<file path="config.mk">
export PLATFORM = sky130hd
export DESIGN_NAME = pcm_sample_rate_converter
export DESIGN_NICKNAME = d
export VERILOG_FILES = /design/src/rtl/psrc_pkg.sv /design/src/rtl/psrc_datapath.sv /design/src/rtl/psrc_ctrl.sv /design/src/rtl/pcm_sample_rate_converter.sv
export SDC_FILE = /design/constraint.sdc
export NUM_CORES = 2
export LEC_CHECK = 0
export ABC_AREA = 0
export BUFFER_PORTS_ARGS = -buffer_cell sky130_fd_sc_hd__buf_2
export CAP_MARGIN = 20
export CELL_PAD_IN_SITES_DETAIL_PLACEMENT = 1
export CELL_PAD_IN_SITES_GLOBAL_PLACEMENT = 1
export CORE_UTILIZATION = 52
export CTS_CLUSTER_DIAMETER = 60
export CTS_CLUSTER_SIZE = 24
export DETAILED_ROUTE_END_ITERATION = 10
export HOLD_SLACK_MARGIN = 0.05
export PLACE_DENSITY_LB_ADDON = 0.1
export SLEW_MARGIN = 10
export SYNTH_ARGS = -nofsm -noshare
export SYNTH_HDL_FRONTEND = slang
export SYNTH_HIERARCHICAL = 1
export SYNTH_SLANG_ARGS = --single-unit
export TNS_END_PERCENT = 1
</file>
<file path="constraint.sdc">
create_clock -name clk -period 15.4 [get_ports clk]
set_clock_uncertainty 0.2 [all_clocks]
set_input_delay 3.08 -clock clk [delete_from_list [all_inputs] [get_ports clk]]
set_output_delay 3.08 -clock clk [all_outputs]
set_load 0.02 [all_outputs]
</file>
<file path="src/rtl/psrc_pkg.sv">
package psrc_pkg;

    localparam int SAMPLE_W = 16;
    localparam int STEP_W = 24;
    localparam int DEF_MAX_RATIO = 32;
    localparam int DEF_FRAC_BITS = 24;
    localparam logic [1:0] MODE_COPY = 2'd0;
    localparam logic [1:0] MODE_UP = 2'd1;
    localparam logic [1:0] MODE_DOWN = 2'd2;
    localparam logic CFG_MODE = 1'b0;
    localparam logic CFG_STEP = 1'b1;

    typedef struct packed {
        logic load;
        logic interp;
        logic interp_self;
        logic box_add;
        logic div_start;
        logic emit_copy;
        logic emit_interp;
        logic emit_div;
        logic clear;
    } cmd_t;

    typedef struct packed {
        logic have_prev;
        logic phase_lt_one;
        logic box_full;
        logic box_nonzero;
        logic div_done;
    } stat_t;

endpackage

</file>
<file path="src/rtl/psrc_datapath.sv">
module psrc_datapath #(
    parameter int MAX_RATIO = psrc_pkg::DEF_MAX_RATIO,
    parameter int FRAC_BITS = psrc_pkg::DEF_FRAC_BITS
) (
    input  logic                  clk,
    input  logic                  rst_n,
    input  psrc_pkg::cmd_t        cmd,
    output psrc_pkg::stat_t       stat,
    input  logic [1:0]            mode_cfg,
    input  logic [23:0]           step_cfg,
    input  logic signed [15:0]    in_sample,
    output logic signed [15:0]    res_sample
);
    localparam int CNT_W = $clog2(MAX_RATIO + 1);
    localparam int SUM_W = 16 + CNT_W;
    localparam int PH_W = FRAC_BITS + 1;
    localparam logic [PH_W-1:0] ONE = PH_W'(1) << FRAC_BITS;
    localparam logic [PH_W-1:0] LO = PH_W'((64'd1 << FRAC_BITS) / MAX_RATIO);

    logic signed [15:0] prev_reg, cur_reg, res_reg;
    logic [PH_W-1:0] phase_reg, phase_next, step_eff;
    logic have_prev_reg;
    logic signed [SUM_W-1:0] sum_reg;
    logic [CNT_W-1:0] cnt_reg;
    logic signed [16+FRAC_BITS+1:0] prod_a, prod_b;
    logic signed [16+FRAC_BITS+2:0] prod_sum;
    logic signed [15:0] interp_val;
    logic [SUM_W-1:0] div_rem_reg, div_q_reg, mag;
    logic [$clog2(SUM_W+1)-1:0] div_i_reg;
    logic div_neg_reg, div_busy_reg;
    logic [CNT_W:0] trial_rem;
    logic [SUM_W-1:0] rem_sh;
    logic signed [15:0] a_s, b_s;
    logic [FRAC_BITS:0] f;
    logic [PH_W-1:0] step_raw;

    assign step_raw = PH_W'(step_cfg[23:0]);
    always_comb
    begin
        step_eff = step_raw;
        if (step_raw < LO) step_eff = LO;
        if (step_raw > ONE - 1'b1) step_eff = ONE - 1'b1;
    end

    assign a_s = cmd.interp_self ? cur_reg : prev_reg;
    assign b_s = cur_reg;
    assign f = phase_reg[FRAC_BITS:0];
    assign prod_a = a_s * $signed({1'b0, ONE[FRAC_BITS:0] - f});
    assign prod_b = b_s * $signed({1'b0, f});
    assign prod_sum = prod_a + prod_b;
    assign interp_val = 16'((prod_sum < 0) ?
        -((-prod_sum) >>> FRAC_BITS) : (prod_sum >>> FRAC_BITS));

    assign mag = sum_reg[SUM_W-1] ? SUM_W'(-sum_reg) : SUM_W'(sum_reg);
    assign rem_sh = {div_rem_reg[SUM_W-2:0], div_q_reg[SUM_W-1]};
    assign trial_rem = (CNT_W+1)'(rem_sh) - {1'b0, cnt_reg};

    always_ff @(posedge clk or negedge rst_n)
    begin
        if (!rst_n)
        begin
            prev_reg <= '0;
            cur_reg <= '0;
            have_prev_reg <= 1'b0;
            phase_reg <= '0;
            sum_reg <= '0;
            cnt_reg <= '0;
            div_busy_reg <= 1'b0;
            div_i_reg <= '0;
            div_rem_reg <= '0;
            div_q_reg <= '0;
            div_neg_reg <= 1'b0;
            res_reg <= '0;
        end
        else
        begin
            if (cmd.load)
                cur_reg <= in_sample;
            if (cmd.interp)
            begin
                res_reg <= interp_val;
                phase_reg <= phase_reg + step_eff;
            end
            if (cmd.emit_interp)
                phase_reg <= phase_reg - ONE;
            if (cmd.emit_copy)
            begin
                if (mode_cfg == psrc_pkg::MODE_UP)
                begin
                    prev_reg <= cur_reg;
                    have_prev_reg <= 1'b1;
                end
                else
                    res_reg <= cur_reg;
            end
            if (cmd.box_add)
            begin
                sum_reg <= sum_reg + SUM_W'(cur_reg);
                cnt_reg <= cnt_reg + 1'b1;
                phase_reg <= phase_reg + step_eff;
            end
            if (cmd.div_start)
            begin
                div_busy_reg <= 1'b1;
                div_i_reg <= '0;
                div_rem_reg <= '0;
                div_q_reg <= mag;
                div_neg_reg <= sum_reg[SUM_W-1];
            end
            else if (div_busy_reg)
            begin
                if (trial_rem[CNT_W] && rem_sh[SUM_W-1:CNT_W] == '0)
                begin
                    div_rem_reg <= rem_sh;
                    div_q_reg <= {div_q_reg[SUM_W-2:0], 1'b0};
                end
                else
                begin
                    div_rem_reg <= SUM_W'(rem_sh - SUM_W'(cnt_reg));
                    div_q_reg <= {div_q_reg[SUM_W-2:0], 1'b1};
                end
                div_i_reg <= div_i_reg + 1'b1;
                if (div_i_reg == ($clog2(SUM_W+1))'(SUM_W - 1))
                    div_busy_reg <= 1'b0;
            end
            if (cmd.emit_div)
            begin
                res_reg <= div_neg_reg ? 16'(-div_q_reg) : 16'(div_q_reg);
                sum_reg <= '0;
                cnt_reg <= '0;
                if (!phase_reg[FRAC_BITS] == 1'b0)
                    phase_reg <= phase_reg - ONE;
            end
            if (cmd.clear)
            begin
                prev_reg <= '0;
                have_prev_reg <= 1'b0;
                phase_reg <= '0;
                sum_reg <= '0;
                cnt_reg <= '0;
            end
        end
    end

    assign stat.have_prev = have_prev_reg;
    assign stat.phase_lt_one = phase_reg < ONE;
    assign stat.box_full = phase_reg >= ONE;
    assign stat.box_nonzero = cnt_reg != '0;
    assign stat.div_done = !div_busy_reg && !cmd.div_start;
    assign res_sample = res_reg;

`ifndef SYNTH
    a_div_idle: assert property (@(posedge clk) disable iff (!rst_n)
        cmd.emit_div |-> !div_busy_reg) else $error("result taken from busy divider");
    a_div_start: assert property (@(posedge clk) disable iff (!rst_n)
        cmd.div_start |=> div_busy_reg) else $error("divider did not start");
    a_clear: assert property (@(posedge clk) disable iff (!rst_n)
        cmd.clear |=> !have_prev_reg && cnt_reg == '0) else $error("clear failed");
`endif

endmodule

</file>
<file path="src/rtl/psrc_ctrl.sv">
module psrc_ctrl (
    input  logic            clk,
    input  logic            rst_n,
    input  logic [1:0]      mode_cfg,
    input  logic            in_valid,
    output logic            in_ready,
    input  logic            in_last,
    output logic            out_valid,
    input  logic            out_ready,
    output logic            out_last,
    output psrc_pkg::cmd_t  cmd,
    input  psrc_pkg::stat_t stat
);
    typedef enum logic [3:0] {
        S_IDLE, S_DISPATCH, S_UP_CHK, S_UP_OUT, S_UP_SELF_CHK, S_UP_SELF_OUT,
        S_DN_CHK, S_DIV, S_DN_OUT, S_FLUSH_CHK, S_COPY_OUT, S_FINISH
    } state_t;

    state_t state_reg, state_next;
    logic last_reg, last_next;
    logic flushed_reg, flushed_next;
    logic ovalid_reg, ovalid_next;
    logic olast_reg, olast_next;
    logic free;

    assign free = !ovalid_reg || out_ready;
    assign in_ready = state_reg == S_IDLE;
    assign out_valid = ovalid_reg;
    assign out_last = olast_reg;

    always_comb
    begin
        state_next = state_reg;
        last_next = last_reg;
        flushed_next = flushed_reg;
        ovalid_next = ovalid_reg && !out_ready;
        olast_next = olast_reg;
        cmd = '0;
        case (state_reg)
            S_IDLE:
            begin
                if (in_valid)
                begin
                    cmd.load = 1'b1;
                    last_next = in_last;
                    flushed_next = 1'b0;
                    state_next = S_DISPATCH;
                end
            end
            S_DISPATCH:
            begin
                if (mode_cfg == psrc_pkg::MODE_UP)
                begin
                    if (stat.have_prev)
                        state_next = S_UP_CHK;
                    else
                    begin
                        cmd.emit_copy = 1'b1;
                        state_next = last_reg ? S_UP_SELF_CHK : S_FINISH;
                    end
                end
                else if (mode_cfg == psrc_pkg::MODE_DOWN)
                begin
                    cmd.box_add = 1'b1;
                    state_next = S_DN_CHK;
                end
                else
                    state_next = S_COPY_OUT;
            end
            S_UP_CHK, S_UP_SELF_CHK:
            begin
                if (stat.phase_lt_one)
                begin
                    if (free)
                    begin
                        cmd.interp = 1'b1;
                        cmd.interp_self = state_reg == S_UP_SELF_CHK;
                        state_next = state_reg == S_UP_CHK ? S_UP_OUT : S_UP_SELF_OUT;
                    end
                end
                else
                begin
                    cmd.emit_interp = 1'b1;
                    if (state_reg == S_UP_CHK)
                    begin
                        cmd.emit_copy = 1'b1;
                        state_next = last_reg ? S_UP_SELF_CHK : S_FINISH;
                    end
                    else
                        state_next = S_FINISH;
                end
            end
            S_UP_OUT, S_UP_SELF_OUT:
            begin
                ovalid_next = 1'b1;
                olast_next = last_reg && state_reg == S_UP_SELF_OUT && !stat.phase_lt_one;
                state_next = state_reg == S_UP_OUT ? S_UP_CHK : S_UP_SELF_CHK;
            end
            S_DN_CHK:
            begin
                if (stat.box_full || (last_reg && stat.box_nonzero && !flushed_reg))
                begin
                    cmd.div_start = 1'b1;
                    state_next = S_DIV;
                end
                else
                    state_next = S_FINISH;
            end
            S_DIV:
            begin
                if (stat.div_done && free)
                begin
                    cmd.emit_div = 1'b1;
                    state_next = S_DN_OUT;
                end
            end
            S_DN_OUT:
            begin
                ovalid_next = 1'b1;
                olast_next = last_reg;
                state_next = S_DN_CHK;
            end
            S_COPY_OUT:
            begin
                if (free)
                begin
                    cmd.emit_copy = 1'b1;
                    state_next = S_FLUSH_CHK;
                end
            end
            S_FLUSH_CHK:
            begin
                ovalid_next = 1'b1;
                olast_next = last_reg;
                state_next = S_FINISH;
            end
            S_FINISH:
            begin
                if (last_reg)
                    cmd.clear = 1'b1;
                state_next = S_IDLE;
            end
            default:
                state_next = S_IDLE;
        endcase
    end

    always_ff @(posedge clk or negedge rst_n)
    begin
        if (!rst_n)
        begin
            state_reg <= S_IDLE;
            last_reg <= 1'b0;
            flushed_reg <= 1'b0;
            ovalid_reg <= 1'b0;
            olast_reg <= 1'b0;
        end
        else
        begin
            state_reg <= state_next;
            last_reg <= last_next;
            flushed_reg <= flushed_next;
            ovalid_reg <= ovalid_next;
            olast_reg <= olast_next;
        end
    end

`ifndef SYNTH
    a_ready_idle: assert property (@(posedge clk) disable iff (!rst_n)
        in_ready |-> !cmd.interp && !cmd.emit_div) else $error("work while idle");
    a_emit_free: assert property (@(posedge clk) disable iff (!rst_n)
        cmd.emit_div |-> free) else $error("overwrite of pending result");
    a_load: assert property (@(posedge clk) disable iff (!rst_n)
        in_valid && in_ready |=> state_reg == S_DISPATCH) else $error("bad accept");
`endif

endmodule

</file>
<file path="src/rtl/pcm_sample_rate_converter.sv">
// Streaming resampler for signed 16-bit mono PCM, with copy, linear-interpolation upsampling
// and box-average downsampling modes; one input is taken at a time, and each result sits in
// an output register, so the block waits for the output only while that register is still
// full; a downsampled input that yields a result also waits for the bit-serial divider that
// forms the box average.
module pcm_sample_rate_converter #(
    parameter int MAX_RATIO = psrc_pkg::DEF_MAX_RATIO,
    parameter int FRAC_BITS = psrc_pkg::DEF_FRAC_BITS
) (
    input  logic               clk,
    input  logic               rst_n,
    input  logic               cfg_valid,
    output logic               cfg_ready,
    input  logic               cfg_index,
    input  logic [23:0]        cfg_data,
    input  logic               in_valid,
    output logic               in_ready,
    input  logic signed [15:0] in_sample,
    input  logic               in_last,
    output logic               out_valid,
    input  logic               out_ready,
    output logic signed [15:0] out_sample,
    output logic               out_last
);
    logic [1:0] mode_reg;
    logic [23:0] step_reg;
    psrc_pkg::cmd_t cmd;
    psrc_pkg::stat_t stat;

    assign cfg_ready = 1'b1;

    always_ff @(posedge clk or negedge rst_n)
    begin
        if (!rst_n)
        begin
            mode_reg <= psrc_pkg::MODE_COPY;
            step_reg <= 24'd8388608;
        end
        else if (cfg_valid)
        begin
            case (cfg_index)
                psrc_pkg::CFG_MODE: mode_reg <= cfg_data[1:0];
                psrc_pkg::CFG_STEP: step_reg <= cfg_data;
                default: ;
            endcase
        end
    end

    psrc_ctrl u_ctrl (
        .clk(clk), .rst_n(rst_n), .mode_cfg(mode_reg),
        .in_valid(in_valid), .in_ready(in_ready), .in_last(in_last),
        .out_valid(out_valid), .out_ready(out_ready), .out_last(out_last),
        .cmd(cmd), .stat(stat)
    );

    psrc_datapath #(.MAX_RATIO(MAX_RATIO), .FRAC_BITS(FRAC_BITS)) u_dp (
        .clk(clk), .rst_n(rst_n), .cmd(cmd), .stat(stat),
        .mode_cfg(mode_reg), .step_cfg(step_reg),
        .in_sample(in_sample), .res_sample(out_sample)
    );

`ifndef SYNTH
    a_cfg: assert property (@(posedge clk) disable iff (!rst_n)
        cfg_valid && cfg_index == psrc_pkg::CFG_MODE |=> mode_reg == $past(cfg_data[1:0]))
        else $error("mode write lost");
    a_out_hold: assert property (@(posedge clk) disable iff (!rst_n)
        out_valid && !out_ready |=> out_valid) else $error("result dropped");
    a_in_gap: assert property (@(posedge clk) disable iff (!rst_n)
        in_valid && in_ready |=> !in_ready) else $error("double accept");
`endif

endmodule
</file>
# Word level (Yosys, flattened, before mapping)
# Cells that the tools add are included.
# totals
register_bits,185
output_inout_bits,20
inputBits,47
wordCells,164
# classes
bitwise,1
n_eq_ne,18
reduce_logical,31
mul,2
add_sub_neg,13
order_cmp,5
muxes,76
# op_table
operator,count
25-bit two-way mux,7
16-bit two-way mux,10
22-bit two-way mux,6
16-bit by 26-bit multiplier with 42-bit output,2
21-bit two-way mux,3
4-bit two-way mux,11
42-bit by 42-bit adder with 43-bit output,1
43-bit by 1-bit less-than comparator with 1-bit output (second input constant),1
40-bit negation,1
4-bit one-hot mux with 9 select lines,1
16-bit negation,2
25-bit adder,1
25-bit greater-or-equal comparator (second input constant),1
25-bit less-than comparator (second input constant),1
25-bit subtractor (first input constant),1
25-bit subtractor (second input constant),1
24-bit greater-than comparator (second input constant),1
24-bit by 20-bit less-than comparator with 1-bit output (second input constant),1
1-bit two-way mux,24
24-bit two-way mux,1
22-bit by 16-bit adder with 22-bit output,1
22-bit negation,1
21-bit by 6-bit subtractor with 21-bit output,1
6-bit two-way mux,3
other kinds (31),63

# Logic depth before layout (Yosys ltp)
# depth
word_depth,15
depth_mapped,44
mapped_depth_nobuf,40

# Modules after synthesis
# The synthesis kept the hierarchy.
# modules_own_cells
mod,area_per_inst_um2,seq_area_each_um2,n_inst,cells_each
psrc_datapath,37444.7,3803.6,1,4263
pcm_sample_rate_converter,1066.0,651.9,1,58
psrc_ctrl,783.3,175.2,1,107

# Worst setup path before layout
# OpenSTA, ideal clock, no wires.
# synth_timing
kind,input-to-reg
from,input port out_ready
to,"register u_dp.res_reg[4], in the netlist u_dp/res_sample[4]"
arrival_time_ns,13.321
setup_time_ns,0.087
path_stages,39
n_path_buf,4
setup_slack_ns,1.792
required_time_ns,15.113
path_cell_list,nand2b_1 > nand2_1 > nor4_1 > clkbuf_1 > buf_1 > mux2i_1 > clkbuf_1 > nor2_1 > fa_1 > fa_1 > fa_1 > inv_1 > fa_1 > inv_1 > fa_1 > inv_1 > fa_1 > inv_1 > (+3 left out) > inv_1 > ha_1 > clkbuf_1 > nand2_1 > o21a_1 > mux2i_1 > or4_4 > a2111oi_4 > o2111a_2 > nand2_4 > nor3_1 > nand2b_1 > ha_1 > or4b_2 > a21oi_1 > xor2_1 > a211o_1 > a22oi_1
# synth_lines
element,line,source
from (decl),pcm_sample_rate_converter.sv:21,"input logic out_ready,"
to (signal assigned),psrc_datapath.sv:81,res_reg <= interp_val;
to (signal assigned),psrc_datapath.sv:94,res_reg <= cur_reg;
to (signal assigned),psrc_datapath.sv:128,res_reg <= div_neg_reg ? 16'(-div_q_reg) : 16'(div_q_reg);
to (decl),psrc_datapath.sv:20,"logic signed [15:0] prev_reg, cur_reg, res_reg;"

==> results.md <==
* Initial drt markers at 1,903
* Warnings from Yosys at 6
* Starting Density at 52.7%
* Unrepaired setup endpoints after global routing: false
* Post-CTS setup buffers at 0
* Hold_buf cts at 0
* Maximum clock frequency at 0.0702 GHz
* Final wirelength at 127 mm
* # diodes at 0
* Final WS setup at 1150 ps
* Die width at 277 um
* Post-Synthesis Cell Area at 39,300 um^2
* Root Buffer: clkbuf_16
* Syn_nets at 5,517
* Synth unique cells at 91
* Max_slew headroom at 21.0%
* Critical Path AT at 14,470 ps
* Post-Place Setup Slack at 769 ps
* Clk buf depth at 2
* Via-to-Cell Ratio at 5.78
* Clock latency on the worst-skew pair at 500 ps
* First-pass GRT wire length at 199 mm
* Register-to-Register Path Depth at 37
* Final Hold Vio Count at 0
* Final core utilization at 55.4%
* Total gr overflow at 0
* Number of synthesized flops with an enable pin at 0
* Tot GR Track Use at 34.2%
* Avg Inst Size Synth at 8.87 um^2
* End of the critical path: u_dp/res_sample[4]
* I/O Pins at 67
* Area Overhead vs Synth at 5.13%
* Slew @ Worst Pin at 1180 ps
* Mapped Cells at 4,428
* #FFs+latches synth at 185
* Final Setup Violations at 0
* WL/cell at 23.6 um
* Top cell by count, worst path: fa_1
* Sequential area share after synthesis at 11.8%
* Die Height at 277 um
* NumNets Final at 5,462
* Setup_tns at 0 ps
* DR vias at 30,900
* Initial antenna violation count at 2
* Largest net degree at the start of global routing at 73
* Max Transition Viols Final at 0
* Largest register FFs at 25
* ANT nets after route at 0
* Worst Hold Depth at 1
* FP Rows at 100
* Critical path class: input pin to flip-flop
* Vias in the first global route at 34,100
* Worst Path Max Fanout at 24
* Port Buffers at 65
* Clock sinks at 185
* Reg-to-Reg End: u_dp/res_sample[4]
* Drt pass-1 iters at 5
* Critical path launch point type: input pin
* Critical Path Sink Type: flip-flop
* Post_cts resized at 0
* Fraction of layout cells with a size suffix above 1 at 6.82%
* Hold WC Path Type: flip-flop to flip-flop
* H-Tree Depth at 4
* GPL Wtd Cong at 0.949
* CP peak stage delay at 720 ps
* Top FF cell, synth: dfrtp_1
* Synth async-reset ratio at 100%
* Die Area at 76,700 um^2
* Status: finished clean
* CP Data Required Time at 15,620 ps
* Clk slew on worst S/H paths at 80 ps
* Crit path launch: out_ready
* DP HPWL at 102 mm
* Crit-path slowest cell: fa_1
* Min Clock Period, post-route at 14,250 ps
* Total CTS buffers at 17
* CTS tree: yes
* Setup slack, reg-to-reg at 2930 ps
* Reg2reg start: u_dp/f[24]
* Drt drc at 0
* Max Cap Viol at 0
* Core area at 74,600 um^2
* Final Cycle Share at 92.5%
-- through the flow --
| step | std cells | area, um^2 | hold WS (ps) |
|---|---|---|---|
| final | 5355 | 41300 | 304 |
| after global routing | 5355 | 41300 | 324 |
| after CTS | 5354 | 41300 | 307 |
| after floorplan | 4428 | 39300 | 256 |
| after detailed placement | 5322 | 40700 | 286 |
| after global placement | 5322 | 40700 | 270 |
-- critical path, delay by kind of cell --
| kind | cells | cell delay [ps] |
|---|---|---|
| compound gates | 7 | 1780 |
| simple gates | 8 | 2250 |
| fa+ha+maj | 10 | 5250 |
| xor+xnor | 2 | 190 |
| buf+inv | 9 | 1250 |
| mux | 1 | 650 |
-- worst min path at each step --
stage                  from            to  slack [ps]
2_1_floorplan   step_reg[0]   step_reg[0]         260
4_1_cts        step_reg[15]  step_reg[15]         310
5_1_grt        step_reg[11]  step_reg[11]         320
3_3_place_gp    step_reg[0]   step_reg[0]         270
3_5_place_dp   step_reg[15]  step_reg[15]         290
6_report       step_reg[15]  step_reg[15]         300
-- cell families after synthesis --
| family | count (synthesis) | share of synthesized area (%) |
|---|---|---|
| AND/OR/NAND/NOR | 1421 | 16.7 |
| buffers and inverters | 1074 | 10.4 |
| adder cells (fa/ha/maj) | 1042 | 47.0 |
| AO/OA/AOI/OAI | 422 | 7.13 |
| flip-flops | 185 | 11.8 |
| XOR/XNOR | 164 | 3.66 |
| multiplexers | 119 | 3.38 |
| other | 1 | 0.00954 |
-- Yosys cell counts, types with 8 or more instances --
master | n | area (um^2)
fa_1 | 723 | 14500
a21o_1 | 33 | 248
nor3b_1 | 12 | 90.1
o221ai_1 | 9 | 78.8
a21oi_1 | 131 | 656
or3_1 | 22 | 138
mux2_2 | 26 | 293
xnor2_1 | 110 | 963
o21ai_0 | 66 | 330
or2_2 | 20 | 125
o211ai_1 | 10 | 75.1
o21ai_1 | 8 | 40.0
o21a_1 | 14 | 105
and2_1 | 143 | 895
nand2_1 | 453 | 1700
nor2b_1 | 39 | 244
o21bai_1 | 8 | 60.1
nand4_1 | 10 | 62.6
a211o_1 | 9 | 78.8
mux2_4 | 20 | 300
buf_1 | 24 | 90.1
nand3_1 | 29 | 145
nand2b_1 | 74 | 463
dfrtp_1 | 184 | 4600
inv_1 | 842 | 3160
and3_1 | 9 | 56.3
nor4_1 | 17 | 106
o41ai_1 | 8 | 70.1
o31ai_1 | 14 | 105
ha_1 | 319 | 3990
mux2i_1 | 68 | 681
nor3_1 | 52 | 260
a211oi_1 | 41 | 308
a31oi_1 | 9 | 56.3
nor2_1 | 502 | 1880
xor2_1 | 54 | 473
clkbuf_1 | 193 | 724
-- cell usage in the layout (no fill, tap or decap), drive strengths merged, types with 10 or more instances in the layout --
cell type,instances
a21oi,132
or4,10
xnor2,110
nand4,10
or3,22
clkbuf,20
ha,319
o211ai,10
nand3,29
xor2,54
nor3,52
nand2,455
a21o,33
nor4,20
mux2,51
nand2b,74
buf,157
and2,144
fa,723
a211oi,42
inv,849
dfrtp,184
nor3b,12
or2,20
nor2b,39
o31ai,14
nor2,502
o21ai,74
o21a,14
mux2i,68
-- per-layer routing --
metal | part of all wire [%] | global-route usage (%)
met1 | 41 | 45.4
met2 | 48 | 56.1
met3 | 7.4 | 6.64
met4 | 3.5 | 11.4
met5 | 0.0095 | 0
-- final cells by class --
type	count	area [um^2]
fill	8751	33300
clock inverter	13	155
tap	969	1210
timing repair buffer	158	1040
sequential	185	4630
multi-input combinational	3169	30700
clock buffer	19	433
inverter	842	3160
Power is not shown: default switching activity piles up to over one toggle a cycle in this logic, so the estimate is an artifact.
